File: src/rtl/rwo_pkg.sv
// ----------------------------------------------------------------------------
// rwo_pkg - shared types and constants of the random wander controller
// Mode and command codes, register indexes, request structs and the fixed
// widths of the current samples, tick counter and run length.
// ----------------------------------------------------------------------------
`default_nettype none

package rwo_pkg;

	// field widths
	localparam int CURRENT_BITS = 12;
	localparam int TICK_BITS    = 8;
	localparam int DRAW_BITS    = 16;
	localparam int RUN_BITS     = 5;
	localparam int CFG_BITS     = 12;
	localparam int CODE_BITS    = 3;

	localparam logic [TICK_BITS-1:0] TICK_MAX = {TICK_BITS{1'b1}};

	// register reset values
	localparam logic [TICK_BITS-1:0]    RST_COLLISION_DELAY = TICK_BITS'(10);
	localparam logic [CURRENT_BITS-1:0] RST_FWD_LIMIT       = CURRENT_BITS'(2048);
	localparam logic [CURRENT_BITS-1:0] RST_REV_LIMIT       = CURRENT_BITS'(2048);
	localparam logic [TICK_BITS-1:0]    RST_TURN_STEPS      = TICK_BITS'(5);
	localparam logic [RUN_BITS-1:0]     RST_RUN_LIMIT       = RUN_BITS'(3);

	// run lengths and choice thresholds
	localparam logic [RUN_BITS-1:0] RUN_BASE     = RUN_BITS'(5);
	localparam logic [7:0]          CHOICE_MOD   = 8'd100;
	localparam logic [7:0]          CHOICE_REV   = 8'd66;
	localparam logic [7:0]          CHOICE_RIGHT = 8'd33;
	localparam logic [7:0]          CHOICE_HALF  = 8'd50;
	// floor(2^19 / 100), slightly low so the quotient estimate never overshoots
	localparam logic [12:0]         RECIP_100    = 13'd5242;
	localparam int                  RECIP_SHIFT  = 19;

	// register indexes
	typedef enum logic [1:0] {
		REG_COLLISION_DELAY = 2'd0,
		REG_FWD_LIMIT       = 2'd1,
		REG_REV_LIMIT       = 2'd2,
		REG_TURN_STEPS      = 2'd3
	} cfg_reg_t;

	// wander modes
	typedef enum logic [CODE_BITS-1:0] {
		MODE_FWD   = 3'd0,
		MODE_REV   = 3'd1,
		MODE_RIGHT = 3'd2,
		MODE_LEFT  = 3'd3,
		MODE_NONE  = 3'd4
	} mode_t;

	// motor commands
	typedef enum logic [CODE_BITS-1:0] {
		CMD_NONE  = 3'd0,
		CMD_FWD   = 3'd1,
		CMD_REV   = 3'd2,
		CMD_RIGHT = 3'd3,
		CMD_LEFT  = 3'd4
	} cmd_t;

	typedef struct packed {
		logic                    sonar_obstacle;
		logic [CURRENT_BITS-1:0] current_right;
		logic [CURRENT_BITS-1:0] current_left;
		logic [DRAW_BITS-1:0]    duration_draw;
		logic [DRAW_BITS-1:0]    choice_draw;
	} in_item_t;

	typedef struct packed {
		logic [CODE_BITS-1:0] motor_command;
		logic [CODE_BITS-1:0] active_mode;
		logic [CODE_BITS-1:0] pending_mode;
	} out_item_t;

	// tick with its random draws already reduced
	typedef struct packed {
		logic                    sonar_obstacle;
		logic [CURRENT_BITS-1:0] current_right;
		logic [CURRENT_BITS-1:0] current_left;
		logic [RUN_BITS-1:0]     run_fwd;
		logic [RUN_BITS-1:0]     run_rev;
		mode_t                   pick_fwd;
		mode_t                   pick_rev;
	} tick_t;

	typedef struct packed {
		logic [TICK_BITS-1:0]    collision_check_delay;
		logic [CURRENT_BITS-1:0] forward_current_limit;
		logic [CURRENT_BITS-1:0] reverse_current_limit;
		logic [TICK_BITS-1:0]    turn_steps;
	} cfg_t;

	// command issued on entry to a mode
	function automatic cmd_t mode_to_cmd(input mode_t m);
		cmd_t c;
		unique case (m)
			MODE_FWD:   c = CMD_FWD;
			MODE_REV:   c = CMD_REV;
			MODE_RIGHT: c = CMD_RIGHT;
			MODE_LEFT:  c = CMD_LEFT;
			default:    c = CMD_NONE;
		endcase
		return c;
	endfunction

endpackage

`default_nettype wire

File: src/rtl/rwo_reduce.sv
// ----------------------------------------------------------------------------
// rwo_reduce - random draw reduction
// Turns the two random words of a request into run lengths (mod 15, mod 5)
// and the next-mode picks (mod 100), ahead of the input register.
// ----------------------------------------------------------------------------
`default_nettype none

module rwo_reduce (
	input  rwo_pkg::in_item_t item,
	output rwo_pkg::tick_t    tick
);

	logic [5:0]  nib_sum;
	logic [4:0]  nib_fold;
	logic [3:0]  dur_mod15;
	logic [2:0]  dur_mod5;
	logic [28:0] quot_prod;
	logic [9:0]  quot_est;
	logic [16:0] quot_x100;
	logic [16:0] rem_raw;
	logic [7:0]  rem_lo;
	logic [7:0]  choice_mod;

	// mod 15: 16 = 1 (mod 15), so add the nibbles and fold once
	assign nib_sum  = 6'(item.duration_draw[3:0]) + 6'(item.duration_draw[7:4])
		+ 6'(item.duration_draw[11:8]) + 6'(item.duration_draw[15:12]);
	assign nib_fold = 5'(nib_sum[5:4]) + 5'(nib_sum[3:0]);
	assign dur_mod15 = (nib_fold >= 5'd15) ? 4'(nib_fold - 5'd15) : nib_fold[3:0];

	// mod 5 of a value below 15
	always_comb begin
		if (dur_mod15 >= 4'd10) begin
			dur_mod5 = 3'(dur_mod15 - 4'd10);
		end else if (dur_mod15 >= 4'd5) begin
			dur_mod5 = 3'(dur_mod15 - 4'd5);
		end else begin
			dur_mod5 = dur_mod15[2:0];
		end
	end

	// mod 100 by reciprocal; the estimate is at most one short
	assign quot_prod  = 29'(item.choice_draw) * 29'(rwo_pkg::RECIP_100);
	assign quot_est   = quot_prod[28:rwo_pkg::RECIP_SHIFT];
	assign quot_x100  = (17'(quot_est) << 6) + (17'(quot_est) << 5) + (17'(quot_est) << 2);
	assign rem_raw    = 17'(item.choice_draw) - quot_x100;
	assign rem_lo     = rem_raw[7:0];
	assign choice_mod = (rem_lo >= rwo_pkg::CHOICE_MOD) ? (rem_lo - rwo_pkg::CHOICE_MOD) : rem_lo;

	// tick assembly
	always_comb begin
		tick.sonar_obstacle = item.sonar_obstacle;
		tick.current_right  = item.current_right;
		tick.current_left   = item.current_left;
		tick.run_fwd        = rwo_pkg::RUN_BASE + rwo_pkg::RUN_BITS'(dur_mod15);
		tick.run_rev        = rwo_pkg::RUN_BASE + rwo_pkg::RUN_BITS'(dur_mod5);
		if (choice_mod >= rwo_pkg::CHOICE_REV) begin
			tick.pick_fwd = rwo_pkg::MODE_REV;
		end else if (choice_mod >= rwo_pkg::CHOICE_RIGHT) begin
			tick.pick_fwd = rwo_pkg::MODE_RIGHT;
		end else begin
			tick.pick_fwd = rwo_pkg::MODE_LEFT;
		end
		tick.pick_rev = (choice_mod >= rwo_pkg::CHOICE_HALF) ? rwo_pkg::MODE_RIGHT
			: rwo_pkg::MODE_LEFT;
	end

endmodule

`default_nettype wire

File: src/rtl/rwo_step.sv
// ----------------------------------------------------------------------------
// rwo_step - wander mode state machine
// Holds the active and pending mode, the tick count and the run length,
// and works out one tick's result from the registered request.
// ----------------------------------------------------------------------------
`default_nettype none

module rwo_step (
	input  logic               clk,
	input  logic               arst_n,
	input  logic               advance,
	input  rwo_pkg::tick_t     tick,
	input  rwo_pkg::cfg_t      cfg,
	output rwo_pkg::out_item_t result
);

	rwo_pkg::mode_t                mode_now_q;
	rwo_pkg::mode_t                mode_next_q;
	logic [rwo_pkg::TICK_BITS-1:0] elapsed_q;
	logic [rwo_pkg::RUN_BITS-1:0]  run_limit_q;

	rwo_pkg::mode_t                active_d;
	rwo_pkg::mode_t                pend_d;
	logic [rwo_pkg::TICK_BITS-1:0] elapsed_d;
	logic [rwo_pkg::RUN_BITS-1:0]  run_d;
	rwo_pkg::cmd_t                 cmd_d;
	logic                          entering;
	logic                          settled;
	logic                          blk_fwd;
	logic                          blk_rev;
	logic                          run_done;

	// state register
	always_ff @(posedge clk or negedge arst_n) begin
		if (!arst_n) begin
			mode_now_q  <= rwo_pkg::MODE_NONE;
			mode_next_q <= rwo_pkg::MODE_FWD;
			elapsed_q   <= '0;
			run_limit_q <= rwo_pkg::RST_RUN_LIMIT;
		end else if (advance) begin
			mode_now_q  <= active_d;
			mode_next_q <= pend_d;
			elapsed_q   <= elapsed_d;
			run_limit_q <= run_d;
		end
	end

	assign entering = (mode_now_q == rwo_pkg::MODE_NONE) && (mode_next_q != rwo_pkg::MODE_NONE);

	// mode entry and tick count
	always_comb begin
		active_d  = mode_now_q;
		pend_d    = mode_next_q;
		elapsed_d = elapsed_q;
		run_d     = run_limit_q;
		cmd_d     = rwo_pkg::CMD_NONE;
		if (entering) begin
			active_d  = mode_next_q;
			pend_d    = rwo_pkg::MODE_NONE;
			elapsed_d = '0;
			cmd_d     = rwo_pkg::mode_to_cmd(mode_next_q);
			if (mode_next_q == rwo_pkg::MODE_FWD) begin
				run_d = tick.run_fwd;
			end else if (mode_next_q == rwo_pkg::MODE_REV) begin
				run_d = tick.run_rev;
			end
		end else if (mode_now_q != rwo_pkg::MODE_NONE && elapsed_q != rwo_pkg::TICK_MAX) begin
			elapsed_d = elapsed_q + 1'b1;
		end

		// exit tests on the mode that is active this tick
		settled  = elapsed_d > cfg.collision_check_delay;
		blk_fwd  = settled && (tick.current_right > cfg.forward_current_limit
			|| tick.current_left > cfg.forward_current_limit);
		blk_rev  = settled && (tick.current_right > cfg.reverse_current_limit
			|| tick.current_left > cfg.reverse_current_limit);
		run_done = elapsed_d >= rwo_pkg::TICK_BITS'(run_d);

		unique case (active_d)
			rwo_pkg::MODE_FWD: begin
				if (blk_fwd) begin
					pend_d   = rwo_pkg::MODE_REV;
					active_d = rwo_pkg::MODE_NONE;
				end else if (tick.sonar_obstacle || run_done) begin
					pend_d   = tick.pick_fwd;
					active_d = rwo_pkg::MODE_NONE;
				end
			end
			rwo_pkg::MODE_REV: begin
				if (blk_rev) begin
					pend_d   = rwo_pkg::MODE_FWD;
					active_d = rwo_pkg::MODE_NONE;
				end else if (run_done) begin
					pend_d   = tick.pick_rev;
					active_d = rwo_pkg::MODE_NONE;
				end
			end
			rwo_pkg::MODE_RIGHT, rwo_pkg::MODE_LEFT: begin
				if (tick.sonar_obstacle) begin
					pend_d   = rwo_pkg::MODE_REV;
					active_d = rwo_pkg::MODE_NONE;
				end else if (elapsed_d >= cfg.turn_steps) begin
					pend_d   = rwo_pkg::MODE_FWD;
					active_d = rwo_pkg::MODE_NONE;
				end
			end
			default: begin
			end
		endcase

		result.motor_command = cmd_d;
		result.active_mode   = active_d;
		result.pending_mode  = pend_d;
	end

`ifndef SYNTHESIS
	// exactly one of active and pending is a real mode between ticks
	a_one_mode: assert property (@(posedge clk) disable iff (!arst_n)
		(mode_now_q == rwo_pkg::MODE_NONE) != (mode_next_q == rwo_pkg::MODE_NONE))
		else $error("rwo_step: active and pending modes disagree");

	// entry clears the tick count
	a_entry_clear: assert property (@(posedge clk) disable iff (!arst_n)
		advance && entering |=> elapsed_q == '0)
		else $error("rwo_step: tick count not cleared on entry");

	// a command only goes out on an entry tick
	a_cmd_entry: assert property (@(posedge clk) disable iff (!arst_n)
		advance && !entering |-> result.motor_command == rwo_pkg::CMD_NONE)
		else $error("rwo_step: motor command without mode entry");

	// an active mode counts one tick per request until saturation
	a_count: assert property (@(posedge clk) disable iff (!arst_n)
		advance && mode_now_q != rwo_pkg::MODE_NONE && elapsed_q != rwo_pkg::TICK_MAX
		|=> elapsed_q == $past(elapsed_q) + 1'b1)
		else $error("rwo_step: tick count did not advance");
`endif

endmodule

`default_nettype wire

File: src/rtl/random_wander_obstacle_fsm.sv
// ----------------------------------------------------------------------------
// random_wander_obstacle_fsm - random wander controller, top level
// Each request on the input channel is one control tick: sonar flag, both
// motor currents and two random words. Each tick returns one result with
// the motor command (non-zero only on mode entry), the active mode and the
// pending mode. Four registers set the settling delay, the forward and
// reverse current limits and the turn length; write them while idle.
// The random words are reduced into the input register and the mode logic
// then fills the result register from it. One tick is accepted every cycle
// while the result register is free; the mode state feeds back through
// combinational logic only, so nothing else limits the rate.
// When the receiver stalls, the result register holds and the input
// register takes one more request before in_ready falls.
// Reset (arst_n low) clears both pipeline registers, sets the registers to
// their defaults and leaves forward pending with no mode active.
// ----------------------------------------------------------------------------
`default_nettype none

module random_wander_obstacle_fsm (
	input  logic                             clk,
	input  logic                             arst_n,
	input  logic                             in_valid,
	output logic                             in_ready,
	input  rwo_pkg::in_item_t                in_data,
	output logic                             out_valid,
	input  logic                             out_ready,
	output rwo_pkg::out_item_t               out_data,
	input  logic                             cfg_we,
	input  logic [1:0]                       cfg_index,
	input  logic [rwo_pkg::CFG_BITS-1:0]     cfg_data
);

	rwo_pkg::cfg_t      cfg_q;
	rwo_pkg::tick_t     tick_in;
	rwo_pkg::tick_t     tick_s1;
	logic               valid_s1;
	rwo_pkg::out_item_t result;
	rwo_pkg::out_item_t out_data_q;
	logic               out_valid_q;
	logic               advance;

	// configuration registers
	always_ff @(posedge clk or negedge arst_n) begin
		if (!arst_n) begin
			cfg_q.collision_check_delay <= rwo_pkg::RST_COLLISION_DELAY;
			cfg_q.forward_current_limit <= rwo_pkg::RST_FWD_LIMIT;
			cfg_q.reverse_current_limit <= rwo_pkg::RST_REV_LIMIT;
			cfg_q.turn_steps            <= rwo_pkg::RST_TURN_STEPS;
		end else if (cfg_we) begin
			unique case (cfg_index)
				rwo_pkg::REG_COLLISION_DELAY:
					cfg_q.collision_check_delay <= cfg_data[rwo_pkg::TICK_BITS-1:0];
				rwo_pkg::REG_FWD_LIMIT:
					cfg_q.forward_current_limit <= cfg_data[rwo_pkg::CURRENT_BITS-1:0];
				rwo_pkg::REG_REV_LIMIT:
					cfg_q.reverse_current_limit <= cfg_data[rwo_pkg::CURRENT_BITS-1:0];
				rwo_pkg::REG_TURN_STEPS:
					cfg_q.turn_steps <= cfg_data[rwo_pkg::TICK_BITS-1:0];
				default: begin
				end
			endcase
		end
	end

	// handshake: the pipeline moves when the result register is free
	assign advance  = valid_s1 && (!out_valid_q || out_ready);
	assign in_ready = !valid_s1 || advance;

	rwo_reduce u_reduce (
		.item (in_data),
		.tick (tick_in)
	);

	// input register
	always_ff @(posedge clk or negedge arst_n) begin
		if (!arst_n) begin
			valid_s1 <= 1'b0;
		end else if (in_ready) begin
			valid_s1 <= in_valid;
		end
	end

	always_ff @(posedge clk) begin
		if (in_ready && in_valid) begin
			tick_s1 <= tick_in;
		end
	end

	rwo_step u_step (
		.clk     (clk),
		.arst_n  (arst_n),
		.advance (advance),
		.tick    (tick_s1),
		.cfg     (cfg_q),
		.result  (result)
	);

	// result register
	always_ff @(posedge clk or negedge arst_n) begin
		if (!arst_n) begin
			out_valid_q <= 1'b0;
		end else if (advance) begin
			out_valid_q <= 1'b1;
		end else if (out_ready) begin
			out_valid_q <= 1'b0;
		end
	end

	always_ff @(posedge clk) begin
		if (advance) begin
			out_data_q <= result;
		end
	end

	assign out_valid = out_valid_q;
	assign out_data  = out_data_q;

endmodule

`default_nettype wire
File: config.mk
export PLATFORM = sky130hd
export DESIGN_NAME = random_wander_obstacle_fsm
export DESIGN_NICKNAME = d
export VERILOG_FILES = /design/src/rtl/rwo_pkg.sv /design/src/rtl/rwo_reduce.sv /design/src/rtl/rwo_step.sv /design/src/rtl/random_wander_obstacle_fsm.sv
export SDC_FILE = /design/constraint.sdc
export NUM_CORES = 1
export LEC_CHECK = 0
export BUFFER_PORTS_ARGS = -buffer_cell sky130_fd_sc_hd__buf_2
export CORE_MARGIN = 5
export CORE_UTILIZATION = 65
export DETAILED_ROUTE_END_ITERATION = 12
export PLACE_DENSITY = 0.86
export SETUP_SLACK_MARGIN = 0.02
export SYNTH_ARGS = -nofsm -noshare
export SYNTH_HDL_FRONTEND = slang
export SYNTH_SLANG_ARGS = --single-unit
File: constraint.sdc
create_clock -name clk -period 5.6 [get_ports clk]
set_clock_uncertainty 0.15 [all_clocks]
set_input_delay 0.84 -clock clk [delete_from_list [all_inputs] [get_ports clk]]
set_output_delay 0.84 -clock clk [all_outputs]
set_load 0.02 [all_outputs]
# Word level (Yosys, flattened, before mapping)

Index checks and enable logic that the tools add are counted.

Add/subtract/negate cells: 14
$lt $le $gt $ge: 14
Multiply operators: 1
Mux-type cells: 30
Reductions and logical operators: 22
Eq/ne operators: 13

Operators with widths:

| cell                                                                                 | number |
|---|---|
| 12-bit > comparator                                                                  | 4 |
| 3-bit two-way mux                                                                    | 16 |
| 16-bit by 12-bit multiplier with 24-bit output (second input constant)               | 1 |
| 8-bit two-way mux                                                                    | 3 |
| 3-bit one-hot mux with 3 select lines                                                | 2 |
| 8-bit adder                                                                          | 2 |
| 8-bit by 6-bit greater-or-equal comparator with 1-bit output (second input constant) | 2 |
| 8-bit by 7-bit greater-or-equal comparator with 1-bit output (second input constant) | 2 |
| 5-bit two-way mux                                                                    | 3 |
| 6-bit by 4-bit adder with 6-bit output                                               | 2 |
| 3-bit by 2-bit equality test with 1-bit output (second input constant)               | 4 |
| 3-bit one-hot mux with 4 select lines                                                | 1 |
| 8-bit by 1-bit adder with 8-bit output (second input constant)                       | 1 |
| 8-bit by 5-bit greater-or-equal comparator with 1-bit output                         | 1 |
| 8-bit greater-or-equal comparator                                                    | 1 |
| 8-bit > comparator                                                                   | 1 |
| 8-bit inequality test (second input constant)                                        | 1 |
| 2-bit AND reduction                                                                  | 4 |
| 8-bit by 7-bit subtractor with 8-bit output (second input constant)                  | 1 |
| 8-bit subtractor                                                                     | 1 |
| 3-bit by 1-bit equality test with 1-bit output (second input constant)               | 2 |
| 1-bit logical AND                                                                    | 6 |
| 3-bit zero test                                                                      | 2 |
| 3-bit inequality test (second input constant)                                        | 2 |
| 20 further kinds                                                                     | 29 |

Output and inout port bits: 11
Flip-flop bits (word level): 111
Input port bits: 76
Logic and storage cells: 114

# Depth between registers and ports, before layout

Gate-level depths: netlist of run 1.

Depth in word-level cells: 10
Depth in mapped cells: 32
Gate-level depth less buffers: 32

# By module

Synthesis of run 1 repeated with hierarchy kept, for this count alone.

Cells, all modules: 1021
Area total of the unflattened synthesis: 10812.9 µm²

By module, submodules not included:

| module                     | times used | cells an instance | seq. area each (µm²) | area an instance (µm²) |
|---|---|---|---|---|
| rwo_reduce                 | 1          | 486               | 0.0                  | 4504.3 |
| random_wander_obstacle_fsm | 1          | 144               | 2560.0               | 3190.6 |
| rwo_step                   | 1          | 391               | 479.2                | 3118.0 |

# Worst setup path before layout of run 1

OpenSTA, ideal clock, no wires.

Kind: input -> register
Start: input in_data[11] (netlist name)
End: register tick_s1[3] (netlist name) (data pin)
Buffers on the path: 0
Data required time: 5178 ps
Slack: -2831 ps
Arrival: 8009 ps
Stages on the path: 32
Library setup time: 272 ps
Cell sequence: inv_1 -> fa_1 -> inv_1 -> ha_1 -> fa_1 -> fa_1 -> inv_1 -> fa_1 -> inv_1 -> ha_1 -> a21oi_1 -> a21boi_1 -> o31a_1 -> o31ai_4 -> a21boi_0 -> o21a_1 -> nor2_1 -> xnor2_1 -> fa_1 -> inv_1 -> fa_1 -> ha_1 -> a21oi_1 -> o21ai_1 -> xnor2_1 -> xnor2_4 -> xnor2_2 -> xnor2_2 -> and2_4 -> o22ai_1 -> a311oi_1 -> a31oi_1

Cells in the longest elaborated chain, start to end: 8
Elaborated cells on any way between the ends: 10
Those cells by class: 4 x add/sub; 1 x mul; 3 x order compare; 2 x mux

Ends and longest elaborated chain:

| element                                                                                                                            | RTL line                         | source |
|---|---|---|
| start, declared                                                                                                                    | random_wander_obstacle_fsm.sv:24 | `input rwo_pkg::in_item_t in_data,` |
| 16-bit by 12-bit multiplier with 24-bit output (*)                                                                                 | rwo_reduce.sv:42                 | `assign quot_prod = 29'(item.choice_draw) * 29'(rwo_pkg::RECIP_100);` |
| 8-bit adder                                                                                                                        | rwo_reduce.sv:44                 | `assign quot_x100 = (17'(quot_est) << 6) + (17'(quot_est) << 5) + (17'(quot_est) << 2);` |
| 8-bit adder (*)                                                                                                                    | rwo_reduce.sv:44                 |  |
| 8-bit subtractor (*)                                                                                                               | rwo_reduce.sv:45                 | `assign rem_raw = 17'(item.choice_draw) - quot_x100;` |
| 8-bit by 7-bit subtractor with 8-bit output / 8-bit by 7-bit greater-or-equal comparator with 1-bit output (equally long branches) | rwo_reduce.sv:47                 | `assign choice_mod = (rem_lo >= rwo_pkg::CHOICE_MOD) ? (rem_lo - rwo_pkg::CHOICE_MOD) : rem_lo;` |
| 8-bit two-way mux (*)                                                                                                              | rwo_reduce.sv:47                 |  |
| 8-bit by 6-bit greater-or-equal comparator with 1-bit output                                                                       | rwo_reduce.sv:58                 | `end else if (choice_mod >= rwo_pkg::CHOICE_RIGHT) begin` |
| 1-bit two-way mux                                                                                                                  | rwo_reduce.sv:58                 |  |
| end signal, assigned                                                                                                               | random_wander_obstacle_fsm.sv:85 | `tick_s1 <= tick_in;` |
| end, declared                                                                                                                      | random_wander_obstacle_fsm.sv:35 | `rwo_pkg::tick_t tick_s1;` |

Every way passes the cells marked *; elsewhere a longest branch is shown, timed or not.
A chain may end at the register's enable or synchronous reset.

# Worst setup path in the final report of run 1

Start: input in_data[12] (netlist name)
End: register tick_s1[3] (netlist name) (data pin)

Same word-level chain as after synthesis.

==> impl_metrics.py, run 1 <==
metrics = {
    "detailed_routing": {
        "drt-initial-drc-count": 343,
        "vias": 7942,
        "wl_met1_mm": 9.813,
        "wl_met2_mm": 12.91,
        "remaining_drc_errors": 0,
        "first_pass_iters": 5,
        "wl_per_cell_um": 17.14,
        "routed_wl_mm": 24.49,
        "highest_layer": "met4",
        "routed_via_density": 5.558,
        "ant_nets": 0,
        "dr_wl_met3_um": 993,
    },
    "global_routing": {
        "grt_pass1_vias": 8424,
        "track_usage": 0.2699,
        "antenna_found_initial": 0,
        "grt_remaining_overflow": 0,
        "grt_max_degree": 62,
        "grt_pass1_wl_mm": 39.54,
    },
    "outcome": {
        "status": "finished with violations",
        "violations": "setup timing",
    },
    "timing": {
        "hold_viol": 0,
        "rsz0062_at_grt": "yes",
        "setup_viol": 6,
        "final_max_slew_viol_count": 0,
        "relSlewSlack": 0.3958,
        "fin_ws_ps": -2408,
        "fmax_ghz": 0.1249,
        "tightestPinTransition_ps": 906.2,
        "min_period_ps": 8008,
        "timing.final.crit_share": 1.430,
    },
    "synthesis": {
        "netlist.area_leader.share": 0.2181,
        "syn-mean-instance-area_um2": 10.39,
        "synth_edf_count": 46,
        "syn-instance-count": 988,
        "syn-cell-area_mm2": 0.01027,
        "synthTopCellsByArea": "ha_1 (22%), fa_1 (14%), edfxtp_1 (13%), dfrtp_1 (13%), inv_1 (6.3%)",
        "yosys_warnings": 0,
        "synth_top_cells_by_count": "ha_1 (179), inv_1 (173), fa_1 (70), nand2_1 (70), dfrtp_1 (52)",
        "yosys.area.top_type": "ha_1",
        "synth.distinct_cells": 73,
        "synth-seq-cells": 107,
        "synth_top_flop_cell": "dfrtp_1",
        "synth_seq_area_share": 0.2842,
        "async_flop_share": 0.5701,
        "synth.most_common_cell": "ha_1",
        "synthesis.nets": 1313,
    },
    "clocking": {
        "tritoncts": "done",
        "ctsHoldBuffers": 0,
        "h-tree-depth": 3,
        "clockBufferDepth": 2,
        "cts.sinks": 107,
        "cts-root-buf": "clkbuf_16",
        "clk_pin_slew_ps": 70,
        "cts_buffers": 9,
        "clk_latency_ps": 360,
    },
    "layout": {
        "fillerInstances": 926,
        "drive_gt1_frac": 0.3100,
        "antenna_cells": 0,
        "multiInputGateArea_mm2": 0.007098,
        "layout.nets": 1533,
        "syn2layout_area_growth_pct": 23.88,
        "regArea_mm2": 0.002919,
    },
    "floorplanning": {
        "coreArea_mm2": 0.01571,
        "io_pins": 87,
        "num_rows": 46,
        "die-area_mm2": 0.01841,
        "die_h_um": 135.7,
        "start_util": 0.6536,
        "die_w_um": 135.7,
    },
    "worst_setup_path": {
        "cp_common_cell": "fa_1",
        "cp-start-kind": "input pin",
        "worstPathArrival_ps": 7940,
        "rrSetupSlack_ps": 1230,
        "cpMaxStageDelayCell": "fa_1",
        "slowest_delay_ps": 600,
        "crit_type": "input pin to flop",
        "crit_fanout": 4,
        "required_ps": 5530,
        "end_kind": "flop",
    },
    "worst_hold_path": {
        "hold_path.class": "flop to flop",
    },
    "placed_design": {
        "pre_cts_ws_ps": -2960,
        "gp_congestion": 0.8950,
        "dpl.hpwl_mm": 18.56,
        "portBuffers": 86,
    },
    "job": {
        "cap_violations": 0,
    },
}
per-stage QoR:
stage | setup TNS, ps | std cells | cell area [µm²] | hold WS (ps) | utilization
final | -7375 | 1429 | 12720 | 317.9 | 0.8097
after global routing | -8753 | 1429 | 12720 | 344.0 | 0.8097
after global placement | -9321 | 1395 | 11990 | 295.3 | 0.7629
after floorplan | -7595 | 988 | 10460 | 289.3 | -
after detailed placement | -10650 | 1395 | 11990 | 304.6 | 0.7629
after CTS | -7094 | 1420 | 12480 | 312.8 | 0.7945
final cells by class:
type	count	share of cell area
multi-input cells	696	0.5579
flip-flops and latches	107	0.2294
repair buffers	219	0.1179
inverters	175	0.05222
well taps	216	0.02124
clock buffers	10	0.01800
clock inverters	6	0.003245
cells by family after synthesis:
kind of cell             share of synthesized area
AO/OA/AOI/OAI                               0.1077
XOR/XNOR                                   0.03302
adder cells (fa/ha/maj)                     0.3545
buffers and inverters                      0.06774
flip-flops                                  0.2842
multiplexers                               0.05543
AND/OR/NAND/NOR                            0.09735
what timing repair did:
item	in CTS	in global routing
gates resized for setup	33	33
pin swaps	28	29
buffers inserted	10	9
hold endpoints to repair	0	0
setup endpoints to repair	6	7
worst paths after layout:
path                                               to                  start  cells past startpoint
worst min-delay path            u_step.run_limit_q[0]  u_step.run_limit_q[0]                      2
min in group asynchronous                   cfg_q[18]                 arst_n                      2
max in group asynchronous       u_step.mode_next_q[2]                 arst_n                      2
worst min register to register  u_step.run_limit_q[0]  u_step.run_limit_q[0]                      2
worst max register to register  u_step.mode_next_q[1]   u_step.mode_now_q[0]                     16
worst max-delay path                       tick_s1[3]            in_data[12]                     32
critical path, delay by kind of cell:
kind / cells / cell delay, ps
AO/OA/AOI/OAI: 10 / 1700
adder cells (fa/ha/maj): 9 / 3800
AND/OR/NAND/NOR: 3 / 440
XOR/XNOR: 5 / 720
buffers and inverters: 5 / 420
sequential cells by signal, summed over array words and instances (netlist names):
signal	flops
u_step.elapsed_q	8
cfg_q	40
u_step.run_limit_q	5
out_data	9
valid_s1	1
u_step.mode_next_q	3
tick_s1	37
out_valid	1
u_step.mode_now_q	3
cell usage in the layout, fill, tap and decap left out, types with 6 or more instances in the layout:
master	netlist	layout
a31oi_1	6	6
nor3_1	17	15
dfstp_2	9	9
a21oi_2	0	7
dfrtp_1	52	52
buf_4	0	139
buf_2	1	73
a21oi_1	39	29
fa_1	70	67
xnor2_1	21	17
nor2b_1	10	10
nand2b_1	13	12
ha_1	179	156
edfxtp_1	46	46
xor2_1	9	9
mux2i_1	10	9
nand2_1	70	70
inv_2	1	13
mux2_2	39	37
ha_4	0	18
nor2_1	38	37
nand4_1	16	16
a21o_1	32	32
nand3_1	10	10
o21a_1	9	9
clkbuf_16	0	9
o21ai_0	33	33
inv_1	173	158
layer usage:
| layer | track usage | vias up |
|---|---|---|
| met3 | 0.03789 | 57 |
| met1 | 0.3189 | 3878 |
| li1 | - | 3814 |
| met4 | 0.09015 | 0 |
| met5 | 0 | - |
| met2 | 0.5028 | 193 |
Power of run 1 is not shown: default switching activity piles up to over one toggle a cycle in this logic, so the estimate is an artifact.
==> run 2: changes to the inputs <==
--- a/config.mk
+++ b/config.mk
@@ -6,10 +6,11 @@
 export NUM_CORES = 1
 export LEC_CHECK = 0
 export BUFFER_PORTS_ARGS = -buffer_cell sky130_fd_sc_hd__buf_2
+export CORE_ASPECT_RATIO = 1.2
 export CORE_MARGIN = 5
-export CORE_UTILIZATION = 65
+export CORE_UTILIZATION = 40
 export DETAILED_ROUTE_END_ITERATION = 12
-export PLACE_DENSITY = 0.86
+export PLACE_DENSITY = 0.68
 export SETUP_SLACK_MARGIN = 0.02
 export SYNTH_ARGS = -nofsm -noshare
 export SYNTH_HDL_FRONTEND = slang
==> run 2 against run 1 <==
Against the previous run:
- the run still ends with setup timing left
- worst hold slack worse by 5.4 ps
- global-route usage down 11 points
- critical path depth up 1
- sequential cell count unchanged
- register-to-register slack better by 40 ps
- wire length down 6.4%
- sequential share of layout area down 0.46 points
- cell count up 8.3%
- via count down 3.8%
- die area up 57%
- highest routed layer unchanged
==> impl_metrics.py, run 2 (synthesis gave the netlist of run 1 again) <==
metrics = {
    "global_routing": {
        "grt_pass1_wl_mm": 38.28,
        "grt_max_degree": 62,
        "grt_pass1_vias": 8224,
        "antenna_found_initial": 0,
        "grt_remaining_overflow": 0,
        "track_usage": 0.1614,
    },
    "detailed_routing": {
        "first_pass_iters": 4,
        "wl_per_cell_um": 14.81,
        "drt-initial-drc-count": 284,
        "ant_nets": 0,
        "routed_via_density": 4.939,
        "vias": 7640,
        "routed_wl_mm": 22.91,
        "remaining_drc_errors": 0,
    },
    "worst_hold_path": {
        "min_path_cells": 2,
        "whs_endpoint": "u_step.run_limit_q[0]",
        "hold_start": "u_step.run_limit_q[0]",
        "hold_path.class": "flop to flop",
    },
    "placed_design": {
        "portBuffers": 86,
        "placed_cells": 1508,
        "dpl.hpwl_mm": 18.62,
        "gp_congestion": 0.8390,
    },
    "timing": {
        "fmax_ghz": 0.1256,
        "hold_viol": 0,
        "tightestPinTransition_ps": 925.4,
        "holdWs_ps": 312.5,
        "relSlewSlack": 0.3831,
        "rsz0062_at_grt": "yes",
        "final_max_slew_viol_count": 0,
        "min_period_ps": 7960,
        "tns_ps": -7415,
        "timing.final.crit_share": 1.421,
        "setup_viol": 6,
        "fin_ws_ps": -2360,
    },
    "floorplanning": {
        "die_h_um": 185.5,
        "die-area_mm2": 0.02899,
        "io_pins": 87,
        "num_rows": 64,
        "die_w_um": 156.3,
        "start_util": 0.4046,
        "coreArea_mm2": 0.02538,
    },
    "layout": {
        "instances_no_fill": 1547,
        "drive_gt1_frac": 0.3122,
        "largest_reg_flops": 40,
        "syn2layout_area_growth_pct": 26.41,
        "layout_commonest_cell": "inv_1",
        "layout.nets": 1537,
        "regMostFlops": "cfg_q",
        "antenna_cells": 0,
        "layout_common_cells": "inv_1 (159), ha_1 (158), buf_4 (141)",
    },
    "worst_setup_path": {
        "slowest_delay_ps": 500,
        "cp-start-kind": "input pin",
        "required_ps": 5550,
        "end_kind": "flop",
        "crit_fanout": 5,
        "ff2ff_path_depth": 16,
        "cp_common_cell": "fa_1",
        "r2r-end": "u_step.mode_next_q[1]",
        "reg2reg_from": "u_step.mode_now_q[0]",
        "worstPathArrival_ps": 7910,
        "rrSetupSlack_ps": 1270,
        "cpMaxStageDelayCell": "fa_1",
        "crit_type": "input pin to flop",
    },
    "clocking": {
        "cts_buffers": 9,
        "cts.sinks": 107,
        "tritoncts": "done",
        "ctsHoldBuffers": 0,
        "cts-root-buf": "clkbuf_16",
        "clk_pin_slew_ps": 70,
        "clockBufferDepth": 2,
        "clk_latency_ps": 360,
        "h-tree-depth": 3,
    },
    "outcome": {
        "status": "finished with violations",
        "violations": "setup timing",
    },
    "job": {
        "cap_violations": 0,
    },
}
-- run 2: changes by cell type in the layout (fill, tap and decap cells not counted), moves of 2 or more --
| cell | change |
|---|---|
| clkinv_8 | +3 |
| nor2_1 | -2 |
| ha_1 | +2 |
| buf_4 | +2 |
| nor2_2 | +2 |
| a21oi_2 | -2 |
-- run 2: layer usage --
| metal | global-route usage | wire [µm] |
|---|---|---|
| met3 | 0.01465 | 430 |
| met4 | 0.05417 | 562 |
| met5 | 0 | 0 |
| met1 | 0.1882 | 9392 |
| met2 | 0.3079 | 12530 |
-- run 2: final cells by class --
class	instances	area, µm²
multi-input combinational	696	7118
sequential	107	2919
tap	330	412.9
clock inverter	7	106.4
timing repair buffer	223	1536
fill	2204	12400
clock buffer	9	225.2
inverter	175	664.4
-- run 2: what timing repair did --
item | CTS | global route
pin swaps | 30 | 31
setup endpoints to repair | 6 | 7
cloned | 0 | 0
resized for setup | 26 | 42
buffers inserted | 15 | 9
-- run 2: worst max-delay path by stage --
stage / start / slack (ps) / cells after the start / endpoint
after floorplan: in_data[11] / -2390 / 30 / tick_s1[3]
after global placement: in_data[11] / -2720 / 33 / tick_s1[3]
after detailed placement: in_data[11] / -2900 / 33 / tick_s1[3]
after CTS: in_data[10] / -2350 / 33 / tick_s1[3]
after global routing: in_data[6] / -2630 / 33 / tick_s1[3]
final: in_data[12] / -2360 / 33 / tick_s1[0]
-- run 2: critical path, delay by kind of cell --
family / cells / cell delay, ps
muxes: 1 / 80
buffers and inverters: 6 / 590
AOI/OAI and AO/OA: 6 / 1060
xor gates and xnor gates: 5 / 850
adders and majority gates: 9 / 3840
and+or+nand+nor: 6 / 650
-- run 2: per-stage QoR --
| stage | utilization | area, µm² | setup WS [ps] |
|---|---|---|---|
| after floorplan | - | 10460 | -2385 |
| after global placement | 0.4775 | 12120 | -2716 |
| after detailed placement | 0.4775 | 12120 | -2901 |
| after CTS | 0.5006 | 12710 | -2349 |
| after global routing | 0.5114 | 12980 | -2628 |
| final | 0.5114 | 12980 | -2360 |
Power of run 2 is left out for the same reason.
